===== src/mpso_pkg.sv =====
// Shared types, constants and helper functions for the perturb-and-observe tracker.
// No dependencies; every other file refers to this package by scoped names.
package mpso_pkg;

  localparam int ADC_BITS   = 12;
  localparam int PWM_PERIOD = 1000;
  localparam int DUTY_W     = 16;
  localparam int INC_W      = 14;
  localparam int PWR_W      = 25;
  localparam int MODE_W     = 2;
  localparam int CFG_IDX_W  = 2;
  localparam int CFG_DATA_W = 16;
  localparam int SUM_W      = DUTY_W + 2;
  localparam int PROD_W     = (2 * ADC_BITS + 2 > PWR_W) ? 2 * ADC_BITS + 2 : PWR_W;
  localparam int CMP_PROD_W = 2 * DUTY_W;
  localparam int QDEPTH     = 2;
  localparam int QPTR_W     = $clog2(QDEPTH);
  localparam int QCNT_W     = $clog2(QDEPTH + 1);

  localparam logic [CFG_IDX_W-1:0] REG_DUTY_LOW  = 2'd0;
  localparam logic [CFG_IDX_W-1:0] REG_DUTY_HIGH = 2'd1;
  localparam logic [CFG_IDX_W-1:0] REG_DUTY_STEP = 2'd2;
  localparam logic [CFG_IDX_W-1:0] REG_CURR_ZERO = 2'd3;

  localparam logic [DUTY_W-1:0]   RST_DUTY_LOW  = 16'd36045;
  localparam logic [DUTY_W-1:0]   RST_DUTY_HIGH = 16'd49152;
  localparam logic [INC_W-1:0]    RST_DUTY_STEP = 14'd328;
  localparam logic [ADC_BITS-1:0] RST_CURR_ZERO = ADC_BITS'(1729);
  localparam logic [DUTY_W-1:0]   RST_DUTY      = 16'd36045;

  localparam logic [MODE_W-1:0] RUN_IDLE    = 2'd0;
  localparam logic [MODE_W-1:0] RUN_SWEEP   = 2'd1;
  localparam logic [MODE_W-1:0] RUN_CENTRE  = 2'd2;
  localparam logic [MODE_W-1:0] RUN_PERTURB = 2'd3;

  typedef logic signed [PWR_W-1:0] power_t;

  typedef enum logic [1:0] {
    KIND_HOLD   = 2'd0,
    KIND_START  = 2'd1,
    KIND_SAMPLE = 2'd2
  } kind_t;

  typedef enum logic [3:0] {
    ST_IDLE    = 4'b0001,
    ST_SWEEP   = 4'b0010,
    ST_CENTRE  = 4'b0100,
    ST_PERTURB = 4'b1000
  } state_t;

  typedef struct packed {
    kind_t  kind;
    power_t power;
  } entry_t;

  typedef struct packed {
    logic [DUTY_W-1:0]   duty_low;
    logic [DUTY_W-1:0]   duty_high;
    logic [INC_W-1:0]    duty_step;
    logic [ADC_BITS-1:0] curr_zero;
  } cfg_t;

  function automatic logic [DUTY_W-1:0] clamp_duty(input logic signed [SUM_W-1:0] d,
                                                   input logic [DUTY_W-1:0] lo,
                                                   input logic [DUTY_W-1:0] hi);
    logic [DUTY_W-1:0] res;
    if (d <= $signed({2'b00, lo})) begin
      res = lo;
    end else if (d >= $signed({2'b00, hi})) begin
      res = hi;
    end else begin
      res = d[DUTY_W-1:0];
    end
    return res;
  endfunction

  function automatic logic [MODE_W-1:0] run_code(input state_t st);
    logic [MODE_W-1:0] code;
    unique case (st)
      ST_IDLE:    code = RUN_IDLE;
      ST_SWEEP:   code = RUN_SWEEP;
      ST_CENTRE:  code = RUN_CENTRE;
      ST_PERTURB: code = RUN_PERTURB;
      default:    code = RUN_IDLE;
    endcase
    return code;
  endfunction

endpackage


===== src/mpso_front.sv =====
// Front end: classifies each accepted word and computes its power.
// Depends on mpso_pkg; feeds mpso_queue.
module mpso_front (
  input  logic                          in_valid,
  output logic                          in_ready,
  input  logic                          in_cmd,
  input  logic                          in_track_enable,
  input  logic [mpso_pkg::ADC_BITS-1:0] in_volt_code,
  input  logic [mpso_pkg::ADC_BITS-1:0] in_curr_code,
  input  logic [mpso_pkg::ADC_BITS-1:0] curr_zero,
  input  logic                          q_full,
  output logic                          push,
  output mpso_pkg::entry_t              push_entry
);

  logic signed [mpso_pkg::PROD_W-1:0] volt_s;
  logic signed [mpso_pkg::PROD_W-1:0] curr_s;
  logic signed [mpso_pkg::PROD_W-1:0] prod;

  assign in_ready = !q_full;
  assign push     = in_valid && !q_full;

  assign volt_s = $signed(mpso_pkg::PROD_W'(in_volt_code));
  assign curr_s = $signed(mpso_pkg::PROD_W'(in_curr_code)) -
                  $signed(mpso_pkg::PROD_W'(curr_zero));
  assign prod   = volt_s * curr_s;

  always_comb begin
    if (!in_track_enable) begin
      push_entry.kind = mpso_pkg::KIND_HOLD;
    end else if (in_cmd) begin
      push_entry.kind = mpso_pkg::KIND_START;
    end else begin
      push_entry.kind = mpso_pkg::KIND_SAMPLE;
    end
    if (in_cmd) begin
      push_entry.power = '0;
    end else begin
      push_entry.power = prod[mpso_pkg::PWR_W-1:0];
    end
  end

endmodule


===== src/mpso_queue.sv =====
// Short queue that decouples the front end from the tracking back end.
// Depends on mpso_pkg for the entry type and depth.
module mpso_queue (
  input  logic             clk,
  input  logic             rst_n,
  input  logic             push,
  input  mpso_pkg::entry_t push_entry,
  input  logic             pop,
  output mpso_pkg::entry_t head,
  output logic             empty,
  output logic             full
);

  mpso_pkg::entry_t                 mem_r [mpso_pkg::QDEPTH];
  logic [mpso_pkg::QPTR_W-1:0]      wr_ptr_r, wr_ptr_nxt;
  logic [mpso_pkg::QPTR_W-1:0]      rd_ptr_r, rd_ptr_nxt;
  logic [mpso_pkg::QCNT_W-1:0]      count_r, count_nxt;

  assign empty = (count_r == '0);
  assign full  = (count_r == mpso_pkg::QCNT_W'(mpso_pkg::QDEPTH));
  assign head  = mem_r[rd_ptr_r];

  always_comb begin
    wr_ptr_nxt = wr_ptr_r;
    rd_ptr_nxt = rd_ptr_r;
    count_nxt  = count_r;
    if (push) begin
      wr_ptr_nxt = (wr_ptr_r == mpso_pkg::QPTR_W'(mpso_pkg::QDEPTH - 1)) ? '0 : wr_ptr_r + 1'b1;
    end
    if (pop) begin
      rd_ptr_nxt = (rd_ptr_r == mpso_pkg::QPTR_W'(mpso_pkg::QDEPTH - 1)) ? '0 : rd_ptr_r + 1'b1;
    end
    if (push && !pop) begin
      count_nxt = count_r + 1'b1;
    end else if (pop && !push) begin
      count_nxt = count_r - 1'b1;
    end
  end

  always_ff @(posedge clk) begin
    if (!rst_n) begin
      wr_ptr_r <= '0;
      rd_ptr_r <= '0;
      count_r  <= '0;
    end else begin
      wr_ptr_r <= wr_ptr_nxt;
      rd_ptr_r <= rd_ptr_nxt;
      count_r  <= count_nxt;
    end
  end

  always_ff @(posedge clk) begin
    if (push) begin
      mem_r[wr_ptr_r] <= push_entry;
    end
  end

endmodule


===== src/mpso_back.sv =====
// Back end: sweep and perturb-and-observe state, duty clamping and the result register.
// Depends on mpso_pkg; takes words from mpso_queue.
module mpso_back (
  input  logic                          clk,
  input  logic                          rst_n,
  input  mpso_pkg::cfg_t                cfg,
  input  mpso_pkg::entry_t              head,
  input  logic                          empty,
  output logic                          pop,
  output logic                          out_valid,
  input  logic                          out_ready,
  output logic [mpso_pkg::DUTY_W-1:0]   out_duty_fraction,
  output logic [mpso_pkg::DUTY_W-1:0]   out_compare_value,
  output mpso_pkg::power_t              out_power_measure,
  output logic [mpso_pkg::MODE_W-1:0]   out_run_mode,
  output logic [mpso_pkg::DUTY_W-1:0]   out_best_duty_out
);

  mpso_pkg::state_t               state_r, state_nxt;
  logic [mpso_pkg::DUTY_W-1:0]    duty_r, duty_nxt;
  logic [mpso_pkg::DUTY_W-1:0]    best_duty_r, best_duty_nxt;
  mpso_pkg::power_t               best_power_r, best_power_nxt;
  logic                           perturb_up_r, perturb_up_nxt;
  logic                           out_valid_r;
  logic [mpso_pkg::DUTY_W-1:0]    out_duty_r;
  mpso_pkg::power_t               out_power_r;
  logic [mpso_pkg::MODE_W-1:0]    out_mode_r;
  logic [mpso_pkg::DUTY_W-1:0]    out_best_r;
  logic [mpso_pkg::DUTY_W-1:0]    duty_cur;
  logic [mpso_pkg::DUTY_W-1:0]    best_cand;
  logic signed [mpso_pkg::SUM_W-1:0] inc_s;
  logic signed [mpso_pkg::SUM_W-1:0] target;
  logic [mpso_pkg::CMP_PROD_W-1:0] cmp_prod;

  assign pop       = !empty && (!out_valid_r || out_ready);
  assign inc_s     = $signed(mpso_pkg::SUM_W'(cfg.duty_step));
  assign duty_cur  = mpso_pkg::clamp_duty($signed(mpso_pkg::SUM_W'(duty_r)),
                                          cfg.duty_low, cfg.duty_high);
  assign best_cand = (head.power > best_power_r) ? duty_cur : best_duty_r;

  always_comb begin
    state_nxt      = state_r;
    duty_nxt       = duty_cur;
    best_duty_nxt  = best_duty_r;
    best_power_nxt = best_power_r;
    perturb_up_nxt = perturb_up_r;
    target         = $signed(mpso_pkg::SUM_W'(best_duty_r));
    case (head.kind)
      mpso_pkg::KIND_HOLD: begin
        state_nxt = mpso_pkg::ST_IDLE;
      end
      mpso_pkg::KIND_START: begin
        state_nxt = mpso_pkg::ST_SWEEP;
      end
      mpso_pkg::KIND_SAMPLE: begin
        unique case (state_r)
          mpso_pkg::ST_SWEEP: begin
            if (head.power > best_power_r) begin
              best_power_nxt = head.power;
            end
            best_duty_nxt = best_cand;
            if (duty_cur >= cfg.duty_high) begin
              target    = $signed(mpso_pkg::SUM_W'(best_cand));
              state_nxt = mpso_pkg::ST_CENTRE;
            end else begin
              target = $signed(mpso_pkg::SUM_W'(duty_cur)) + inc_s;
            end
            duty_nxt = mpso_pkg::clamp_duty(target, cfg.duty_low, cfg.duty_high);
          end
          mpso_pkg::ST_CENTRE: begin
            best_power_nxt = head.power;
            if (perturb_up_r) begin
              target = $signed(mpso_pkg::SUM_W'(best_duty_r)) + inc_s;
            end else begin
              target = $signed(mpso_pkg::SUM_W'(best_duty_r)) - inc_s;
            end
            duty_nxt       = mpso_pkg::clamp_duty(target, cfg.duty_low, cfg.duty_high);
            perturb_up_nxt = !perturb_up_r;
            state_nxt      = mpso_pkg::ST_PERTURB;
          end
          mpso_pkg::ST_PERTURB: begin
            if (head.power > best_power_r) begin
              best_power_nxt = head.power;
            end
            best_duty_nxt = best_cand;
            target        = $signed(mpso_pkg::SUM_W'(best_cand));
            duty_nxt      = mpso_pkg::clamp_duty(target, cfg.duty_low, cfg.duty_high);
            state_nxt     = mpso_pkg::ST_CENTRE;
          end
          mpso_pkg::ST_IDLE: begin
            state_nxt = mpso_pkg::ST_IDLE;
          end
          default: begin
            state_nxt = mpso_pkg::ST_IDLE;
          end
        endcase
      end
      default: begin
        state_nxt = state_r;
      end
    endcase
  end

  always_ff @(posedge clk) begin
    if (!rst_n) begin
      state_r      <= mpso_pkg::ST_IDLE;
      duty_r       <= mpso_pkg::RST_DUTY;
      best_duty_r  <= '0;
      best_power_r <= '0;
      perturb_up_r <= 1'b0;
      out_valid_r  <= 1'b0;
    end else begin
      if (pop) begin
        state_r      <= state_nxt;
        duty_r       <= duty_nxt;
        best_duty_r  <= best_duty_nxt;
        best_power_r <= best_power_nxt;
        perturb_up_r <= perturb_up_nxt;
        out_valid_r  <= 1'b1;
      end else if (out_ready) begin
        out_valid_r  <= 1'b0;
      end
    end
  end

  always_ff @(posedge clk) begin
    if (pop) begin
      out_duty_r  <= duty_nxt;
      out_power_r <= head.power;
      out_mode_r  <= mpso_pkg::run_code(state_nxt);
      out_best_r  <= best_duty_nxt;
    end
  end

  assign cmp_prod = mpso_pkg::CMP_PROD_W'(mpso_pkg::PWM_PERIOD) *
                    mpso_pkg::CMP_PROD_W'(out_duty_r);

  assign out_valid         = out_valid_r;
  assign out_duty_fraction = out_duty_r;
  assign out_compare_value = cmp_prod[mpso_pkg::CMP_PROD_W-1:mpso_pkg::DUTY_W];
  assign out_power_measure = out_power_r;
  assign out_run_mode      = out_mode_r;
  assign out_best_duty_out = out_best_r;

`ifndef NO_ASSERTIONS
  a_hold_goes_idle: assert property (@(posedge clk) disable iff (!rst_n)
    pop && head.kind == mpso_pkg::KIND_HOLD |=> state_r == mpso_pkg::ST_IDLE)
    else $error("hold word did not return the tracker to idle");

  a_duty_in_limits: assert property (@(posedge clk) disable iff (!rst_n)
    pop && cfg.duty_low <= cfg.duty_high |=>
      duty_r >= $past(cfg.duty_low) && duty_r <= $past(cfg.duty_high))
    else $error("commanded duty left the clamp limits");

  a_centre_toggles: assert property (@(posedge clk) disable iff (!rst_n)
    pop && head.kind == mpso_pkg::KIND_SAMPLE && state_r == mpso_pkg::ST_CENTRE |=>
      perturb_up_r != $past(perturb_up_r) && state_r == mpso_pkg::ST_PERTURB)
    else $error("centre sample did not flip the perturbation direction");

  a_result_matches_state: assert property (@(posedge clk) disable iff (!rst_n)
    pop |=> out_duty_r == duty_r && out_best_r == best_duty_r)
    else $error("result word disagrees with tracker state");
`endif

endmodule


===== src/mppt_sweep_perturb_observe_core.sv =====
// Top level of the sweep and perturb-and-observe maximum power point tracker.
// Depends on mpso_pkg, mpso_front, mpso_queue and mpso_back.
//
//   channel  handshake               payload
//   in       in_valid / in_ready     in_cmd, in_track_enable, in_volt_code, in_curr_code
//   out      out_valid / out_ready   out_duty_fraction, out_compare_value,
//                                    out_power_measure, out_run_mode, out_best_duty_out
//   cfg      cfg_valid / cfg_ready   cfg_index, cfg_data
//
// One word per cycle is sustained while out_ready stays high; an accepted word is written
// into the two-entry queue and popped from its head as the tracking step loads the result
// register.
// The front end stalls only when the queue is full; the back end stalls when a result waits.
// Reset is synchronous and active low and restores all limits and tracker state.
// Configuration writes are always accepted.
module mppt_sweep_perturb_observe_core (
  input  logic                             clk,
  input  logic                             rst_n,
  input  logic                             in_valid,
  output logic                             in_ready,
  input  logic                             in_cmd,
  input  logic                             in_track_enable,
  input  logic [mpso_pkg::ADC_BITS-1:0]    in_volt_code,
  input  logic [mpso_pkg::ADC_BITS-1:0]    in_curr_code,
  output logic                             out_valid,
  input  logic                             out_ready,
  output logic [mpso_pkg::DUTY_W-1:0]      out_duty_fraction,
  output logic [mpso_pkg::DUTY_W-1:0]      out_compare_value,
  output logic signed [mpso_pkg::PWR_W-1:0] out_power_measure,
  output logic [mpso_pkg::MODE_W-1:0]      out_run_mode,
  output logic [mpso_pkg::DUTY_W-1:0]      out_best_duty_out,
  input  logic                             cfg_valid,
  output logic                             cfg_ready,
  input  logic [mpso_pkg::CFG_IDX_W-1:0]   cfg_index,
  input  logic [mpso_pkg::CFG_DATA_W-1:0]  cfg_data
);

  mpso_pkg::cfg_t   cfg_r;
  mpso_pkg::entry_t push_entry;
  mpso_pkg::entry_t head;
  logic             push;
  logic             pop;
  logic             q_empty;
  logic             q_full;

  assign cfg_ready = 1'b1;

  always_ff @(posedge clk) begin
    if (!rst_n) begin
      cfg_r.duty_low  <= mpso_pkg::RST_DUTY_LOW;
      cfg_r.duty_high <= mpso_pkg::RST_DUTY_HIGH;
      cfg_r.duty_step <= mpso_pkg::RST_DUTY_STEP;
      cfg_r.curr_zero <= mpso_pkg::RST_CURR_ZERO;
    end else if (cfg_valid) begin
      unique case (cfg_index)
        mpso_pkg::REG_DUTY_LOW:  cfg_r.duty_low  <= cfg_data[mpso_pkg::DUTY_W-1:0];
        mpso_pkg::REG_DUTY_HIGH: cfg_r.duty_high <= cfg_data[mpso_pkg::DUTY_W-1:0];
        mpso_pkg::REG_DUTY_STEP: cfg_r.duty_step <= cfg_data[mpso_pkg::INC_W-1:0];
        mpso_pkg::REG_CURR_ZERO: cfg_r.curr_zero <= cfg_data[mpso_pkg::ADC_BITS-1:0];
        default: begin
        end
      endcase
    end
  end

  mpso_front u_front (
    .in_valid        (in_valid),
    .in_ready        (in_ready),
    .in_cmd          (in_cmd),
    .in_track_enable (in_track_enable),
    .in_volt_code    (in_volt_code),
    .in_curr_code    (in_curr_code),
    .curr_zero       (cfg_r.curr_zero),
    .q_full          (q_full),
    .push            (push),
    .push_entry      (push_entry)
  );

  mpso_queue u_queue (
    .clk        (clk),
    .rst_n      (rst_n),
    .push       (push),
    .push_entry (push_entry),
    .pop        (pop),
    .head       (head),
    .empty      (q_empty),
    .full       (q_full)
  );

  mpso_back u_back (
    .clk               (clk),
    .rst_n             (rst_n),
    .cfg               (cfg_r),
    .head              (head),
    .empty             (q_empty),
    .pop               (pop),
    .out_valid         (out_valid),
    .out_ready         (out_ready),
    .out_duty_fraction (out_duty_fraction),
    .out_compare_value (out_compare_value),
    .out_power_measure (out_power_measure),
    .out_run_mode      (out_run_mode),
    .out_best_duty_out (out_best_duty_out)
  );

endmodule


===== config.mk =====
export PLATFORM = sky130hd
export DESIGN_NAME = mppt_sweep_perturb_observe_core
export DESIGN_NICKNAME = d
export VERILOG_FILES = /design/src/mpso_pkg.sv /design/src/mpso_front.sv /design/src/mpso_queue.sv /design/src/mpso_back.sv /design/src/mppt_sweep_perturb_observe_core.sv
export SDC_FILE = /design/constraint.sdc
export NUM_CORES = 1
export LEC_CHECK = 0
export ABC_AREA = 1
export BUFFER_PORTS_ARGS = -buffer_cell sky130_fd_sc_hd__buf_4
export CORE_ASPECT_RATIO = 0.6
export CORE_MARGIN = 3
export CORE_UTILIZATION = 40
export DETAILED_ROUTE_END_ITERATION = 6
export GPL_TIMING_DRIVEN = 0
export PLACE_DENSITY_LB_ADDON = 0.15
export SKIP_LAST_GASP = 1
export SLEW_MARGIN = 0
export SYNTH_ARGS = -nofsm -noshare
export SYNTH_HDL_FRONTEND = slang
export SYNTH_SLANG_ARGS = --single-unit

===== constraint.sdc =====
create_clock -name clk -period 8.37 [get_ports clk]
set_input_delay 1.674 -clock clk [delete_from_list [all_inputs] [get_ports clk]]
set_output_delay 1.674 -clock clk [all_outputs]
set_load 0.05 [all_outputs]

==> run_results.csv <==
group,metric,value,unit
floorplanning,start_util,41.1,%
floorplanning,die_y,204,um
worst_setup_path,end_kind,"flip-flop",
clock_tree,cts_tree,"built",
yosys,synth_area_leader_cell,"ha_1",
clock_tree,clkLatencyLatePin,0.60,ns
sta,slew_violations,0,
yosys,synth.top_cell.area_share,16.0,%
yosys,synth_edf_count,113,
worst_setup_path,critical_path.max_fanout,10,
sta,finalHoldViolCount,0,
worst_setup_path,reg2reg_to,"u_back.out_duty_fraction[11]",
global_route,grt_pass1_wl,146,mm
worst_hold_path,hold_end,"u_queue.rd_ptr_r",
worst_hold_path,hp-class,"reg -> reg",
status,violations,"max-capacitance violations",
place,place_congestion,1.06,
flow_run,drv_cap,1,
global_route,grtUsageTotal,28.8,%
finish,syn_to_final_growth,11.7,%
yosys,yosys_warnings,0,
global_route,grt_max_degree,42,
worst_setup_path,regToRegSetupSlack,0.16,ns
sta,rsz0062_at_grt,"false",
worst_hold_path,hold_start,"u_queue.rd_ptr_r",
worst_setup_path,crit_slowest_cell,"ha_1",
finish,final_common_cell,"nand2_1",
floorplanning,die_w,336,um
worst_setup_path,slowest_delay,0.39,ns
routing,first_iter_violations,3182,
worst_setup_path,critical_path_class,"reg -> reg",
clock_tree,cts.sinks,239,
yosys,yosysSeqAreaShare,22.7,%
floorplanning,dieArea,68500,um^2
sta,max_freq,0.122,GHz
yosys,yosysUniqueCellTypes,54,
floorplanning,core,63600,um^2
yosys,yosys-top-cells-area,"ha_1, fa_1, edfxtp_1",
clock_tree,ctsRootBufferMaster,"clkbuf_16",
routing,drc,0,
yosys,synth.avg_cell_area,7.73,um^2
yosys,ys_async_sr_fraction,0,%
clock_tree,cts_max_level,1,
floorplanning,io_pins,127,
routing,drt-wirelength-per-cell,22.6,um
finish,drive_above_1_share,9.24,%
sta,slew_headroom,1.94,%
global_route,antenna_found_initial,1,
finish,final_cell_mix,"nand2_1, inv_1, ha_1, a21oi_1, nor2_1",
finish,layout.nets,4124,
finish,diodes,0,
sta,finalCriticalPeriod,8.21,ns
sta,worst_pin_slew,1.46,ns
yosys,synth_ff_type,"dfxtp_1",
clock_tree,clk_path_buf_depth,3,
worst_setup_path,rr_startpoint,"cfg_r[57]",
global_route,grt_pass1_vias,21500,
place,hpwl,82.8,mm
worst_setup_path,required,8.71,ns
clock_tree,clkTransAtPathRegs,0.07,ns
worst_setup_path,reg2reg_depth,38,
global_route,grt-ovfl-total,0,
worst_setup_path,cp-start-kind,"flip-flop",
routing,ant_nets,0,
place,port_buffers,118,
yosys,ys_seq_elements,239,
worst_hold_path,hold_depth,1,
routing,drt-pass1-iter-count,5,
routing,viasPerCell,5.45,
worst_setup_path,cp.arrival,8.56,ns
yosys,syn-instance-count,3380,
routing,vias,24000,
worst_setup_path,cpMostUsedCell,"nand2_1",
sta,setup_viol,0,
sta,clock_skew,0.0317,ns
yosys,syn-cell-area,26100,um^2
clock_tree,cts_buffers,25,
status,status,"finished, violations left",
sta,fin_crit_sh,98.1,%
routing,wl,99.6,mm
floorplanning,rows,71,
finish,final_core_util,45.9,%
critical path, delay by kind of cell, from the launching register on:
| kind | cells | cell delay, ns |
|---|---|---|
| simple gates | 21 | 3.27 |
| fa+ha+maj | 3 | 0.99 |
| compound gates | 7 | 1.59 |
| buf+inv | 7 | 1.70 |
| flops | 1 | 0.38 |
flip-flops by register name, summed over array words and instances (netlist names), named ones only:
register,cells
u_queue.count_r,2
u_back.out_best_duty_out,16
u_queue.rd_ptr_r,1
u_back.perturb_up_r,1
u_back.out_valid,1
u_back.out_run_mode,2
u_queue.wr_ptr_r,1
u_back.duty_r,16
u_back.best_duty_r,16
u_queue.mem_r,54
u_back.out_power_measure,25
u_back.out_duty_fraction,16
u_back.best_power_r,25
u_back.state_r,4
cfg_r,58
timing repair:
item	4_1_cts	5_1_grt
endpoints found under the setup margin	10	46
gates resized for setup	10	57
pin swaps	0	7
hold buffers	0	0
cloned	0	0
buffers inserted	2	6
synth_stat cells, drive strengths merged (4+ instances only):
| library cell | count |
|---|---|
| o211ai | 26 |
| xor2 | 45 |
| o21ai | 217 |
| a21o | 10 |
| a211oi | 10 |
| fa | 202 |
| inv | 558 |
| nor3 | 19 |
| a21boi | 11 |
| nor2 | 232 |
| buf | 37 |
| nor4 | 6 |
| mux2 | 24 |
| dfxtp | 126 |
| nand3 | 156 |
| nand2 | 751 |
| o31ai | 5 |
| or2 | 14 |
| and2 | 10 |
| xnor2 | 12 |
| edfxtp | 113 |
| clkinv | 4 |
| ha | 333 |
| nand4 | 38 |
| o22ai | 4 |
| clkbuf | 63 |
| o21bai | 16 |
| o21a | 9 |
| a21oi | 313 |
metrics by stage:
step | cell area, um^2 | worst slack [ns] | std cells | hold WS (ns) | TNS [ns]
2_1_floorplan | 26100 | 0.298 | 3385 | 0.426 | 0
3_3_place_gp | 28100 | -1.07 | 4342 | 0.441 | -12.65
3_5_place_dp | 28100 | -1.15 | 4344 | 0.443 | -13.97
4_1_cts | 29000 | 0.0319 | 4392 | 0.456 | 0
5_1_grt | 29200 | 0.00435 | 4398 | 0.476 | 0
6_report | 29200 | 0.155 | 4398 | 0.454 | 0
area by class of cell:
cell class / instances / area [um^2]
clock buffers: 34 / 669
plain buffers: 100 / 505
clock inverters: 12 / 126
flip-flops and latches: 239 / 5920
multi-input cells: 2484 / 17800
fillers: 6432 / 34400
repair buffers: 128 / 981
well taps: 839 / 1050
inverters: 562 / 2110
layer usage:
layer  vias to the layer above  global-route usage [%]  share of wire [%]
li1                      11300                       -                  -
met1                     11300                    49.5                 53
met2                      1313                    31.9                 31
met3                        61                    12.0                 15
met4                         0                    2.16               0.82
met5                         -                       0                  0
worst max-delay path by stage:
stage	from	endpoint	slack, ns	cells past startpoint
after global placement	in_curr_code[0]	u_queue.mem_r[0][24]	-1.07	36
after detailed placement	in_curr_code[0]	u_queue.mem_r[0][24]	-1.15	36
after floorplan	in_curr_code[0]	u_queue.mem_r[0][24]	0.30	35
final	cfg_r[57]	u_back.out_duty_fraction[11]	0.16	38
after global routing	in_curr_code[0]	u_queue.mem_r[0][24]	0.004	36
after CTS	cfg_r[41]	u_back.out_duty_fraction[11]	0.03	38
kinds of logic after synthesis:
group                      after synthesis  share of synthesized area, %
adders and majority gates              535                          31.4
and+or+nand+nor                       1230                          19.8
muxes                                   25                          1.07
buffers and inverters                  662                          9.91
AOI/OAI and AO/OA                      630                          13.1
xor gates and xnor gates                57                          1.91
DFF                                    239                          22.7
other                                    2                        0.0288
Power is left out: the tool's default activity adds up to more than one toggle a clock period on the data nets, which glitch-free logic cannot reach.
